### src/hdl/ip_blocklist_table_unit_assert.svh
// Assertion macros shared by the blocklist table RTL.
// Expects a clock i_clk and an active-low reset i_rst_n in the including scope.
`ifndef IP_BLOCKLIST_TABLE_UNIT_ASSERT_SVH
`define IP_BLOCKLIST_TABLE_UNIT_ASSERT_SVH

// Checks that the antecedent implies the consequent in the same cycle.
`define IPBL_ASSERT_SAME(label, ante, cons, msg) \
    label: assert property (@(posedge i_clk) disable iff (!i_rst_n) \
        (ante) |-> (cons)) else $error(msg);

// Checks that the antecedent implies the consequent in the next cycle.
`define IPBL_ASSERT_NEXT(label, ante, cons, msg) \
    label: assert property (@(posedge i_clk) disable iff (!i_rst_n) \
        (ante) |=> (cons)) else $error(msg);

`endif

### src/hdl/ipbl_pkg.sv
// Shared types and constants for the IPv4 blocklist table.
// No dependencies; the table unit and its testbench refer to it.
package ipbl_pkg;

    localparam int ENTRIES = 64;
    localparam int IDX_W   = (ENTRIES > 1) ? $clog2(ENTRIES) : 1;
    localparam int CNT_W   = $clog2(ENTRIES + 1);
    localparam int ADDR_W  = 32;
    localparam int HITS_W  = 32;

    typedef enum logic [1:0] {
        MODE_LOOKUP = 2'd0,
        MODE_INSERT = 2'd1,
        MODE_REMOVE = 2'd2
    } t_mode;

    typedef enum logic [1:0] {
        ST_DONE      = 2'd0,
        ST_NOT_FOUND = 2'd1,
        ST_PRESENT   = 2'd2,
        ST_FULL      = 2'd3
    } t_status;

    typedef enum logic [1:0] {
        S_IDLE = 2'd0,
        S_SCAN = 2'd1,
        S_ACT  = 2'd2
    } t_state;

    typedef struct packed {
        logic [HITS_W-1:0] hits;
        logic [ADDR_W-1:0] addr;
    } t_entry;

endpackage

### src/hdl/ipbl_in_if.sv
// Request channel of the blocklist table: operation and address key.
// Depends on nothing but the valid/ready handshake convention.
interface ipbl_in_if;
    logic        valid;
    logic        ready;
    logic [1:0]  mode;
    logic [31:0] ip_addr;

    modport source (output valid, output mode, output ip_addr, input ready);
    modport sink   (input valid, input mode, input ip_addr, output ready);
endinterface

### src/hdl/ipbl_out_if.sv
// Response channel of the blocklist table: status and access count.
// Depends on nothing but the valid/ready handshake convention.
interface ipbl_out_if;
    logic        valid;
    logic        ready;
    logic [1:0]  status;
    logic [31:0] hit_count;

    modport source (output valid, output status, output hit_count, input ready);
    modport sink   (input valid, input status, input hit_count, output ready);
endinterface

### src/hdl/ipbl_ram.sv
// Generic single-write, single-read RAM with a registered read port.
// Stand-alone; used for the entry store of the blocklist table.
module ipbl_ram #(
    parameter int DEPTH = 64,
    parameter int WIDTH = 64
) (
    input  logic                                     i_clk,
    input  logic                                     i_we,
    input  logic [((DEPTH > 1) ? $clog2(DEPTH) : 1)-1:0] i_waddr,
    input  logic [WIDTH-1:0]                         i_wdata,
    input  logic                                     i_re,
    input  logic [((DEPTH > 1) ? $clog2(DEPTH) : 1)-1:0] i_raddr,
    output logic [WIDTH-1:0]                         o_rdata
);

    logic [WIDTH-1:0] r_mem [DEPTH];

    always_ff @(posedge i_clk) begin
        if (i_we) begin
            r_mem[i_waddr] <= i_wdata;
        end
    end

    always_ff @(posedge i_clk) begin
        if (i_re) begin
            o_rdata <= r_mem[i_raddr];
        end
    end

endmodule

### src/hdl/ip_blocklist_table_unit.sv
// IPv4 blocklist table: an exact-match set of up to ipbl_pkg::ENTRIES addresses, each with
// a saturating 32-bit access counter. Every request (lookup, insert, remove) scans the whole
// entry RAM through its single read port, one entry per cycle; in S_ACT the result then goes
// into the output register once that register is free, and the block returns to idle to
// accept the next request. The output register lets a new request start while the previous
// result waits to be taken. Valid bits are flip-flops cleared by reset, so the table is usable
// in the first cycle after reset with no clearing pass.
// Depends on ipbl_pkg, ipbl_in_if, ipbl_out_if, ipbl_ram and the assertion header.
module ip_blocklist_table_unit (
    input  logic        i_clk,
    input  logic        i_rst_n,
    ipbl_in_if.sink     i_in,
    ipbl_out_if.source  o_out
);

    ipbl_pkg::t_state                  r_state, n_state;
    logic [ipbl_pkg::CNT_W-1:0]        r_rd_idx;
    logic                              r_cmp_vld;
    logic [ipbl_pkg::IDX_W-1:0]        r_cmp_idx;
    ipbl_pkg::t_mode                   r_mode;
    logic [ipbl_pkg::ADDR_W-1:0]       r_key;
    logic                              r_found;
    logic [ipbl_pkg::IDX_W-1:0]        r_slot;
    logic [ipbl_pkg::HITS_W-1:0]       r_hits;
    logic                              r_free_found;
    logic [ipbl_pkg::IDX_W-1:0]        r_free;
    logic [ipbl_pkg::ENTRIES-1:0]      r_valid;

    logic                              r_out_valid;
    ipbl_pkg::t_status                 r_out_status;
    logic [ipbl_pkg::HITS_W-1:0]       r_out_hits;

    logic                              in_ready;
    logic                              in_beat;
    logic                              scan_issue;
    logic                              out_free;
    logic                              act_go;

    logic                              mem_we;
    logic [ipbl_pkg::IDX_W-1:0]        mem_waddr;
    ipbl_pkg::t_entry                  mem_wdata;
    ipbl_pkg::t_entry                  mem_rdata;
    logic                              set_valid;
    logic                              clr_valid;
    logic [ipbl_pkg::IDX_W-1:0]        vld_idx;
    ipbl_pkg::t_status                 res_status;
    logic [ipbl_pkg::HITS_W-1:0]       res_hits;
    logic [ipbl_pkg::HITS_W-1:0]       hits_inc;
    logic                              cmp_hit;

    assign in_beat    = i_in.valid && in_ready;
    assign out_free   = !r_out_valid || o_out.ready;
    assign scan_issue = (r_state == ipbl_pkg::S_SCAN) &&
                        (r_rd_idx != ipbl_pkg::CNT_W'(ipbl_pkg::ENTRIES));
    assign cmp_hit    = r_valid[r_cmp_idx] && (mem_rdata.addr == r_key);
    assign hits_inc   = (r_hits == '1) ? r_hits : r_hits + ipbl_pkg::HITS_W'(1);

    ipbl_ram #(
        .DEPTH (ipbl_pkg::ENTRIES),
        .WIDTH ($bits(ipbl_pkg::t_entry))
    ) u_entry_ram (
        .i_clk   (i_clk),
        .i_we    (mem_we),
        .i_waddr (mem_waddr),
        .i_wdata (mem_wdata),
        .i_re    (scan_issue),
        .i_raddr (r_rd_idx[ipbl_pkg::IDX_W-1:0]),
        .o_rdata (mem_rdata)
    );

    always_comb begin
        n_state = r_state;
        unique case (r_state)
            ipbl_pkg::S_IDLE: begin
                if (i_in.valid) begin
                    n_state = ipbl_pkg::S_SCAN;
                end
            end
            ipbl_pkg::S_SCAN: begin
                if (!scan_issue && !r_cmp_vld) begin
                    n_state = ipbl_pkg::S_ACT;
                end
            end
            ipbl_pkg::S_ACT: begin
                if (out_free) begin
                    n_state = ipbl_pkg::S_IDLE;
                end
            end
            default: begin
                n_state = ipbl_pkg::S_IDLE;
            end
        endcase
    end

    always_comb begin
        in_ready = (r_state == ipbl_pkg::S_IDLE);
        act_go   = (r_state == ipbl_pkg::S_ACT) && out_free;
    end

    always_comb begin
        res_status = ipbl_pkg::ST_NOT_FOUND;
        res_hits   = '0;
        mem_we     = 1'b0;
        mem_waddr  = r_slot;
        mem_wdata  = '{hits: '0, addr: r_key};
        set_valid  = 1'b0;
        clr_valid  = 1'b0;
        vld_idx    = r_slot;
        unique case (r_mode)
            ipbl_pkg::MODE_LOOKUP: begin
                if (r_found) begin
                    res_status     = ipbl_pkg::ST_DONE;
                    res_hits       = hits_inc;
                    mem_we         = act_go;
                    mem_wdata.hits = hits_inc;
                end
            end
            ipbl_pkg::MODE_INSERT: begin
                if (r_found) begin
                    res_status = ipbl_pkg::ST_PRESENT;
                    res_hits   = r_hits;
                end else if (r_free_found) begin
                    res_status = ipbl_pkg::ST_DONE;
                    mem_we     = act_go;
                    mem_waddr  = r_free;
                    set_valid  = act_go;
                    vld_idx    = r_free;
                end else begin
                    res_status = ipbl_pkg::ST_FULL;
                end
            end
            ipbl_pkg::MODE_REMOVE: begin
                if (r_found) begin
                    res_status = ipbl_pkg::ST_DONE;
                    clr_valid  = act_go;
                end
            end
            default: begin
                res_status = ipbl_pkg::ST_NOT_FOUND;
            end
        endcase
    end

    always_ff @(posedge i_clk) begin
        if (!i_rst_n) begin
            r_state     <= ipbl_pkg::S_IDLE;
            r_valid     <= '0;
            r_out_valid <= 1'b0;
            r_cmp_vld   <= 1'b0;
        end else begin
            r_state   <= n_state;
            r_cmp_vld <= scan_issue;
            if (set_valid) begin
                r_valid[vld_idx] <= 1'b1;
            end else if (clr_valid) begin
                r_valid[vld_idx] <= 1'b0;
            end
            if (act_go) begin
                r_out_valid <= 1'b1;
            end else if (o_out.ready) begin
                r_out_valid <= 1'b0;
            end
        end
    end

    always_ff @(posedge i_clk) begin
        if (in_beat) begin
            r_mode       <= ipbl_pkg::t_mode'(i_in.mode);
            r_key        <= i_in.ip_addr;
            r_rd_idx     <= '0;
            r_found      <= 1'b0;
            r_free_found <= 1'b0;
        end else begin
            if (scan_issue) begin
                r_rd_idx <= r_rd_idx + ipbl_pkg::CNT_W'(1);
            end
            if (r_cmp_vld) begin
                if (cmp_hit && !r_found) begin
                    r_found <= 1'b1;
                    r_slot  <= r_cmp_idx;
                    r_hits  <= mem_rdata.hits;
                end
                if (!r_valid[r_cmp_idx] && !r_free_found) begin
                    r_free_found <= 1'b1;
                    r_free       <= r_cmp_idx;
                end
            end
        end
        r_cmp_idx <= r_rd_idx[ipbl_pkg::IDX_W-1:0];
        if (act_go) begin
            r_out_status <= res_status;
            r_out_hits   <= res_hits;
        end
    end

    assign i_in.ready      = in_ready;
    assign o_out.valid     = r_out_valid;
    assign o_out.status    = r_out_status;
    assign o_out.hit_count = r_out_hits;

`include "ip_blocklist_table_unit_assert.svh"

    `IPBL_ASSERT_NEXT(a_beat_starts_scan, in_beat,
        (r_state == ipbl_pkg::S_SCAN) && (r_rd_idx == '0) && !r_found && !r_free_found,
        "Accepted request did not start a fresh scan.")
    `IPBL_ASSERT_SAME(a_found_is_valid, (r_state == ipbl_pkg::S_ACT) && r_found,
        r_valid[r_slot], "Matched slot is not valid at the end of the scan.")
    `IPBL_ASSERT_SAME(a_no_free_means_full, (r_state == ipbl_pkg::S_ACT) && !r_free_found,
        &r_valid, "Scan found no free slot although the table is not full.")
    `IPBL_ASSERT_SAME(a_ram_write_at_end, mem_we,
        (r_state == ipbl_pkg::S_ACT) && !r_cmp_vld && out_free,
        "Entry RAM written outside the final step of a request.")

endmodule

### src/flat_wrapper.sv
// flat-port wrapper written by rule: the top's interface ports become plain ports
module ip_blocklist_table_unit_flat 
  (i_clk, i_rst_n, i_in_valid, i_in_mode, i_in_ip_addr, i_in_ready, o_out_valid, o_out_status, o_out_hit_count, o_out_ready);
  ipbl_in_if i_in_i ();
  ipbl_out_if o_out_i ();
  input  logic i_clk;
  input  logic i_rst_n;
  input wire logic [$bits(i_in_i.valid)-1:0] i_in_valid;
  input wire logic [$bits(i_in_i.mode)-1:0] i_in_mode;
  input wire logic [$bits(i_in_i.ip_addr)-1:0] i_in_ip_addr;
  output wire logic [$bits(i_in_i.ready)-1:0] i_in_ready;
  output wire logic [$bits(o_out_i.valid)-1:0] o_out_valid;
  output wire logic [$bits(o_out_i.status)-1:0] o_out_status;
  output wire logic [$bits(o_out_i.hit_count)-1:0] o_out_hit_count;
  input wire logic [$bits(o_out_i.ready)-1:0] o_out_ready;
  assign i_in_i.valid = i_in_valid;
  assign i_in_i.mode = i_in_mode;
  assign i_in_i.ip_addr = i_in_ip_addr;
  assign i_in_ready = i_in_i.ready;
  assign o_out_valid = o_out_i.valid;
  assign o_out_status = o_out_i.status;
  assign o_out_hit_count = o_out_i.hit_count;
  assign o_out_i.ready = o_out_ready;
  ip_blocklist_table_unit u_core (.i_clk(i_clk), .i_rst_n(i_rst_n), .i_in(i_in_i), .o_out(o_out_i));
endmodule
### config.mk
export PLATFORM = sky130hd
export DESIGN_NAME = ip_blocklist_table_unit_flat
export DESIGN_NICKNAME = d
export VERILOG_FILES = /design/src/hdl/ipbl_pkg.sv /design/src/hdl/ipbl_in_if.sv /design/src/hdl/ipbl_out_if.sv /design/src/hdl/ipbl_ram.sv /design/src/hdl/ip_blocklist_table_unit.sv /design/src/flat_wrapper.sv
export VERILOG_INCLUDE_DIRS = /design/src /design/src/hdl
export SDC_FILE = /design/constraint.sdc
export NUM_CORES = 2
export LEC_CHECK = 0
export BUFFER_PORTS_ARGS = -buffer_cell sky130_fd_sc_hd__buf_4
export CAP_MARGIN = 20
export CORE_MARGIN = 10
export CORE_UTILIZATION = 50
export CTS_CLUSTER_SIZE = 10
export DETAILED_ROUTE_END_ITERATION = 12
export GPL_TIMING_DRIVEN = 0
export PLACE_DENSITY = 0.68
export RECOVER_POWER = 25
export SLEW_MARGIN = 20
export SYNTH_ARGS = -nofsm -noshare
export SYNTH_HDL_FRONTEND = slang
export SYNTH_SLANG_ARGS = --single-unit
### constraint.sdc
create_clock -name i_clk -period 8.6 [get_ports i_clk]
set_clock_uncertainty 0.1 [all_clocks]
set_input_delay 0.86 -clock i_clk [delete_from_list [all_inputs] [get_ports i_clk]]
set_output_delay 0.86 -clock i_clk [all_outputs]
set_load 0.05 [all_outputs]
## Word-level counts from Yosys, hierarchy flattened

Memory sizes are Yosys's and may differ from the RTL's. A register that Yosys moved wholly into a read port is not among the register bits.
Index checks and enable logic that the tools add are counted.

- Register bits: 195
- Memory bits (writable): 4096
- Input bits: 38
- Memories: 1

- Add/subtract/negate cells: 2
- $lt $le $gt $ge: 3
- Eq/ne operators: 10
- Muxes and demuxes: 32
- Bitwise operators: 4
- Reduce and logical (&&, ||, !) cells: 25

Memory list:

| memory | words | width | rd ports | clocked after Yosys merged registers in | wr ports | RTL line | source |
|---|---|---|---|---|---|---|---|
| u_core.u_entry_ram.r_mem | 64 | 64 | 1 | 1 | 1 | ipbl_ram.sv:16 | `logic [WIDTH-1:0] r_mem [DEPTH];` |

Operators by type and width:

| cell | count |
|---|---|
| 2-to-1 mux 32 bit | 4 |
| 2-to-1 mux 64 bit | 2 |
| AND 64 bit | 1 |
| inverter 64 bit | 1 |
| OR 64 bit | 1 |
| case mux 32 bit (2 select lines) | 1 |
| adder 32 x 1 -> 32 bit, second input constant | 1 |
| equality test 32 bit | 1 |
| equality test 32 bit, second input constant | 1 |
| 2-to-1 mux 6 bit | 3 |
| < comparator 6 x 7 -> 1 bit, second input constant | 2 |
| 2-to-1 mux 1 bit | 12 |
| 2-to-1 mux 2 bit | 5 |
| AND reduction 3 bit | 3 |
| logical AND 1 bit | 8 |
| adder 7 x 1 -> 7 bit, second input constant | 1 |
| != test 7 bit, second input constant | 1 |
| binary-select mux 1 bit (select 6 bit) | 1 |
| demux 1 bit (select 6 bit) | 1 |
| >= comparator 6 x 1 -> 1 bit, second input constant | 1 |
| logical NOT 1 bit | 6 |
| case mux 2 bit (3 select lines) | 1 |
| equality test 2 x 1 -> 1 bit, second input constant | 2 |
| equality test 2 bit, second input constant | 2 |
| other kinds (10) | 14 |

## Longest topological paths before layout

- Word-level depth: 11
- Mapped depth: 11
- Gate-level depth less buffers: 7

## Cells and area by module

From an unflattened synthesis, not the netlist that was laid out.

- Cells, all modules: 7514
- Area, all modules: 166833.8 um2

Modules (own cells, without submodules):

| module | times used | cells an instance | area each (um2) | seq. area each (um2) |
|---|---|---|---|---|
| ipbl_ram | 1 | 6598 | 156989.3 | 124919.8 |
| ip_blocklist_table_unit | 1 | 916 | 9844.4 | 5024.8 |

## Worst setup path before layout

OpenSTA, ideal clock, no wires.

- Path kind: input-to-reg
- Start: input port o_out_ready
- End: memory u_core.u_entry_ram.r_mem[57][0] (enable)
- Library setup time: 0.565 ns
- Data arrival time: 7.637 ns
- Data required time: 7.935 ns
- Path slack: 0.298 ns
- Stages: 4
- Path through: nand2b_1 > nor2b_1 > o21ai_0 > nor3_1

- Longest elaborated chain between the ends: 7
- Elaborated cells between the ends (all ways): 8
- Those cells by class: mux (6); reduce/logical (2)

Ends and longest elaborated chain:

| what | RTL line | source |
|---|---|---|
| from (decl) | flat_wrapper.sv:15 | `input wire logic [$bits(o_out_i.ready)-1:0] o_out_ready;` |
| logical OR 1 bit * | ip_blocklist_table_unit.sv:52 | `assign out_free = !r_out_valid \|\| o_out.ready;` |
| logical AND 1 bit * | ip_blocklist_table_unit.sv:97 | `act_go = (r_state == ipbl_pkg::S_ACT) && out_free;` |
| named net u_core.act_go | ip_blocklist_table_unit.sv:37 | `logic act_go;` |
| 2-to-1 mux 1 bit | ip_blocklist_table_unit.sv:122 | `end else if (r_free_found) begin` |
| 2-to-1 mux 1 bit | ip_blocklist_table_unit.sv:119 | `if (r_found) begin` |
| case mux 1 bit (2 select lines) * | ip_blocklist_table_unit.sv:109 | `unique case (r_mode)` |
| 2-to-1 mux 1 bit * | ipbl_ram.sv:19 | `if (i_we) begin` |
| 2-to-1 mux 1 bit (not written as such) * | ipbl_ram.sv:20 | `r_mem[i_waddr] <= i_wdata;` |
| to (decl) | ipbl_ram.sv:16 |  |

The timed path passes the listed nets; every way through them passes the cells marked *.

## Worst setup path in the final report

- Start: register u_core.r_found
- End: memory u_core.u_entry_ram.r_mem[59][3] (enable)

- Longest elaborated chain between the ends: 4
- Elaborated cells between the ends (all ways): 7
- Those cells by class: mux (7)

Ends and longest elaborated chain:

| what | RTL line | source |
|---|---|---|
| from (decl) | ip_blocklist_table_unit.sv:22 | `logic r_found;` |
| from (signal assigned) | ip_blocklist_table_unit.sv:171 | `r_found <= 1'b0;` |
| from (signal assigned) | ip_blocklist_table_unit.sv:179 | `r_found <= 1'b1;` |
| 2-to-1 mux 1 bit (on tied branches) | ip_blocklist_table_unit.sv:119, ip_blocklist_table_unit.sv:111 |  |
| case mux 1 bit (2 select lines) | ip_blocklist_table_unit.sv:109 |  |
| 2-to-1 mux 1 bit | ipbl_ram.sv:19 |  |
| 2-to-1 mux 1 bit (not written as such) | ipbl_ram.sv:20 |  |

Several ways; a longest one is shown, not always the timed one.

==> impl_metrics.toml <==
[status]
status = "finished with violations"
violations = "max-capacitance violations, max-slew violations"

[timing]
tightestPinTransition_ns = 1.59
relSlewSlack_pct = -5.94
fin_crit_ns = 5.06
hold_viol_final = 0
finalSetupTns_ns = 0
period_share_pct = 58.8
fin_ws_ns = 3.54
slew_viol_final = 34
rsz0062_at_grt = "no"
fmax_ghz = 0.198
setup_viol = 0

[clock_network]
cts-root-buf = "clkbuf_16"
numCtsBuffers = 479
clockBufferDepth = 4
clock_latency_ns = 1.01
cts_max_level = 5
clock-sinks = 4355
post-cts-setup-buffer-count = 0
cts_tree = "done"
path_clk_slew_ns = 0.05
cts_resized = 0

[critical_path]
path_common_cell = "buf_4"
cpPeakStageDelay_ns = 0.91
cp.buffers_inverters = 7
cp_top_family = "buffers and inverters"
crit_type = "reg -> reg"
crit_chain = "and4bb_2 > buf_2 > o21ai_0 > nand2_1 > clkbuf_2 > nor3_2 > buf_4 > buf_4 > buf_4 > buf_4 > buf_4"
start_kind = "register"
crit_path_top_delay_cell = "dfxtp_1"
critPathCaptureType = "register"
required_ns = 9.15
path_max_fanout = 10
arrival_ns = 5.61

[final_layout]
most-common-layout-cells = "4272 x edfxtp_1, 1362 x mux4_2, 484 x clkbuf_16"
stdcell_area_um2 = 193000
fin_cells = 12200
finalNetCount = 7798
layout_commonest_cell = "edfxtp_1"
drive_gt1_share_pct = 32.5
area_growth_pct = 16.3

[global_route]
antenna_found_initial = 45
grt_pass1_wl_mm = 613
met3_usage_pct = 5.85
grt.total_usage_pct = 24.1
use_met2_pct = 38.7
overflow = 0
top_usage_layer = "met2"
grt_max_degree = 52
met1_usage_pct = 33.2
first_global_vias = 81100

[die]
chipHeight_um = 596
die_area_um2 = 355000
io_pins = 74
coreArea_um2 = 331000
initial_core_util_pct = 50.2
num_rows = 211
die_w_um = 596

[synth]
ys_seq_area_share_pct = 78.3
ys_top_cells_by_area = "edfxtp_1 77%, mux4_2 18%, dfxtp_1 1.0%, clkbuf_1 0.46%, xnor2_1 0.32%"
synth_cell_types = 44
synth_nets = 6825
synth_top_area_cell = "edfxtp_1"
synthFlopType = "edfxtp_1"
synth_seq_cells = 4355
synth_area_per_cell_um2 = 24.5
synth_area_um2 = 166000
synth_top_area_share_pct = 77.3
yosys_warnings = 0
synth_edf_count = 4272
synthCells = 6784
async_flop_share_pct = 0

[pwr]
peakVddDrop_mv = 0.214
power_mw = 45.6
power_density_nw_per_um2 = 236
p_leak_nw = 63.5

[detailed_routing]
vias = 80100
viasPerCell = 6.54
dr.pass1.iters = 7
drc = 0
drt-total-wl_mm = 433
first_iter_violations = 11900
wl_per_cell_um = 35.4
ant_nets = 0

[placed_design]
hpwlAfterDp_mm = 303
dp_slack_ns = 3.52
dp_cells = 11600
io_buffers = 73
dpl_cell_area_um2 = 180000
gp_congestion = 0.866

[hold_path]
hp-class = "in -> reg"

[flow_run]
cap_violations = 1
-- sequential cells by signal, summed over array words and instances (netlist names), 6 cells and up, named ones only --
signal	flops
u_core.r_cmp_idx	6
u_core.r_free	6
u_core.o_out.hit_count	32
u_core.r_key	32
u_core.r_hits	32
u_core.r_slot	6
u_core.r_rd_idx	7
u_core.u_entry_ram.o_rdata	64
u_core.u_entry_ram.r_mem	4096
-- cell usage after synthesis (8+ instances only) --
cell	number
buf_1	30
mux4_2	1362
edfxtp_1	4272
or3_1	24
nor3_1	28
nand2b_1	14
inv_1	14
nor2_1	142
a21oi_1	89
nor4_1	16
xnor2_1	61
nand3_1	25
nand2_1	117
dfxtp_1	83
buf_2	106
clkbuf_1	205
or4_1	8
o21ai_0	88
mux2i_1	10
xor2_1	15
nand4_1	18
-- worst paths after layout --
kind / depth (start not counted) / startpoint / slack (ns) / end
worst max-delay path: 11 / u_core.r_found / 3.54 / u_core.u_entry_ram.r_mem[59][3]
worst min-delay path: 3 / i_in_valid / 0.08 / u_core.r_state[0]
worst max register to register: 11 / u_core.r_found / 3.54 / u_core.u_entry_ram.r_mem[59][3]
worst min register to register: 0 / u_core.r_rd_idx[2] / 0.28 / u_core.r_cmp_idx[2]
-- power by group --
group          switching, mW  internal (mW)
Sequential            0.0502           23.2
Combinational           2.68           1.97
Clock                   7.67           9.99
Total                   10.4           35.2
-- per-stage QoR --
step / utilization [%] / hold slack, ns
after CTS: 58.6 / 0.0245
final: 58.4 / 0.0823
after detailed placement: 54.6 / 0.266
after floorplan: - / 0.229
after global routing: 58.3 / 0.0729
after global placement: 52.0 / 0.242
-- routing by layer --
layer | wire [um] | share of wire (%)
met5 | 111 | 0.026
met4 | 13700 | 3.2
met3 | 47600 | 11
met2 | 211000 | 49
met1 | 161000 | 37
-- cell families (layout without fill, tap and decap cells) --
logic type,after synthesis,in the layout,synth area share (%)
fa+ha+maj,3,3,0.0226
other cells,0,35,0
buf+inv,363,1425,0.933
simple gates,413,413,1.14
xor+xnor,76,76,0.401
compound gates,198,198,0.631
mux,1376,1376,18.6
flops,4355,4355,78.3
-- repair_timing --
action / in CTS / in global routing
endpoints found under the setup margin: 0 / 0
hold buffers: 35 / 0
hold endpoints to repair: 35 / 0
-- layout make-up --
type | count | area, um^2
fillers | 22600 | 138000
well taps | 4366 | 5460
plain buffers | 348 | 1580
clock inverters | 29 | 502
flip-flops and latches | 4355 | 130000
inverters | 15 | 57.6
multi-input cells | 2066 | 35200
clock buffers | 541 | 12300
repair buffers | 492 | 7720
diodes | 35 | 87.6
-- worst register-to-register path: cells and delay by family, from the launching register on --
kind,cells,cell delay (ns)
and+or+nand+nor,3,1.41
AOI/OAI and AO/OA,1,0.42
DFF,1,0.91
buffers and inverters,7,1.89
(Power assumes the default switching activity.)
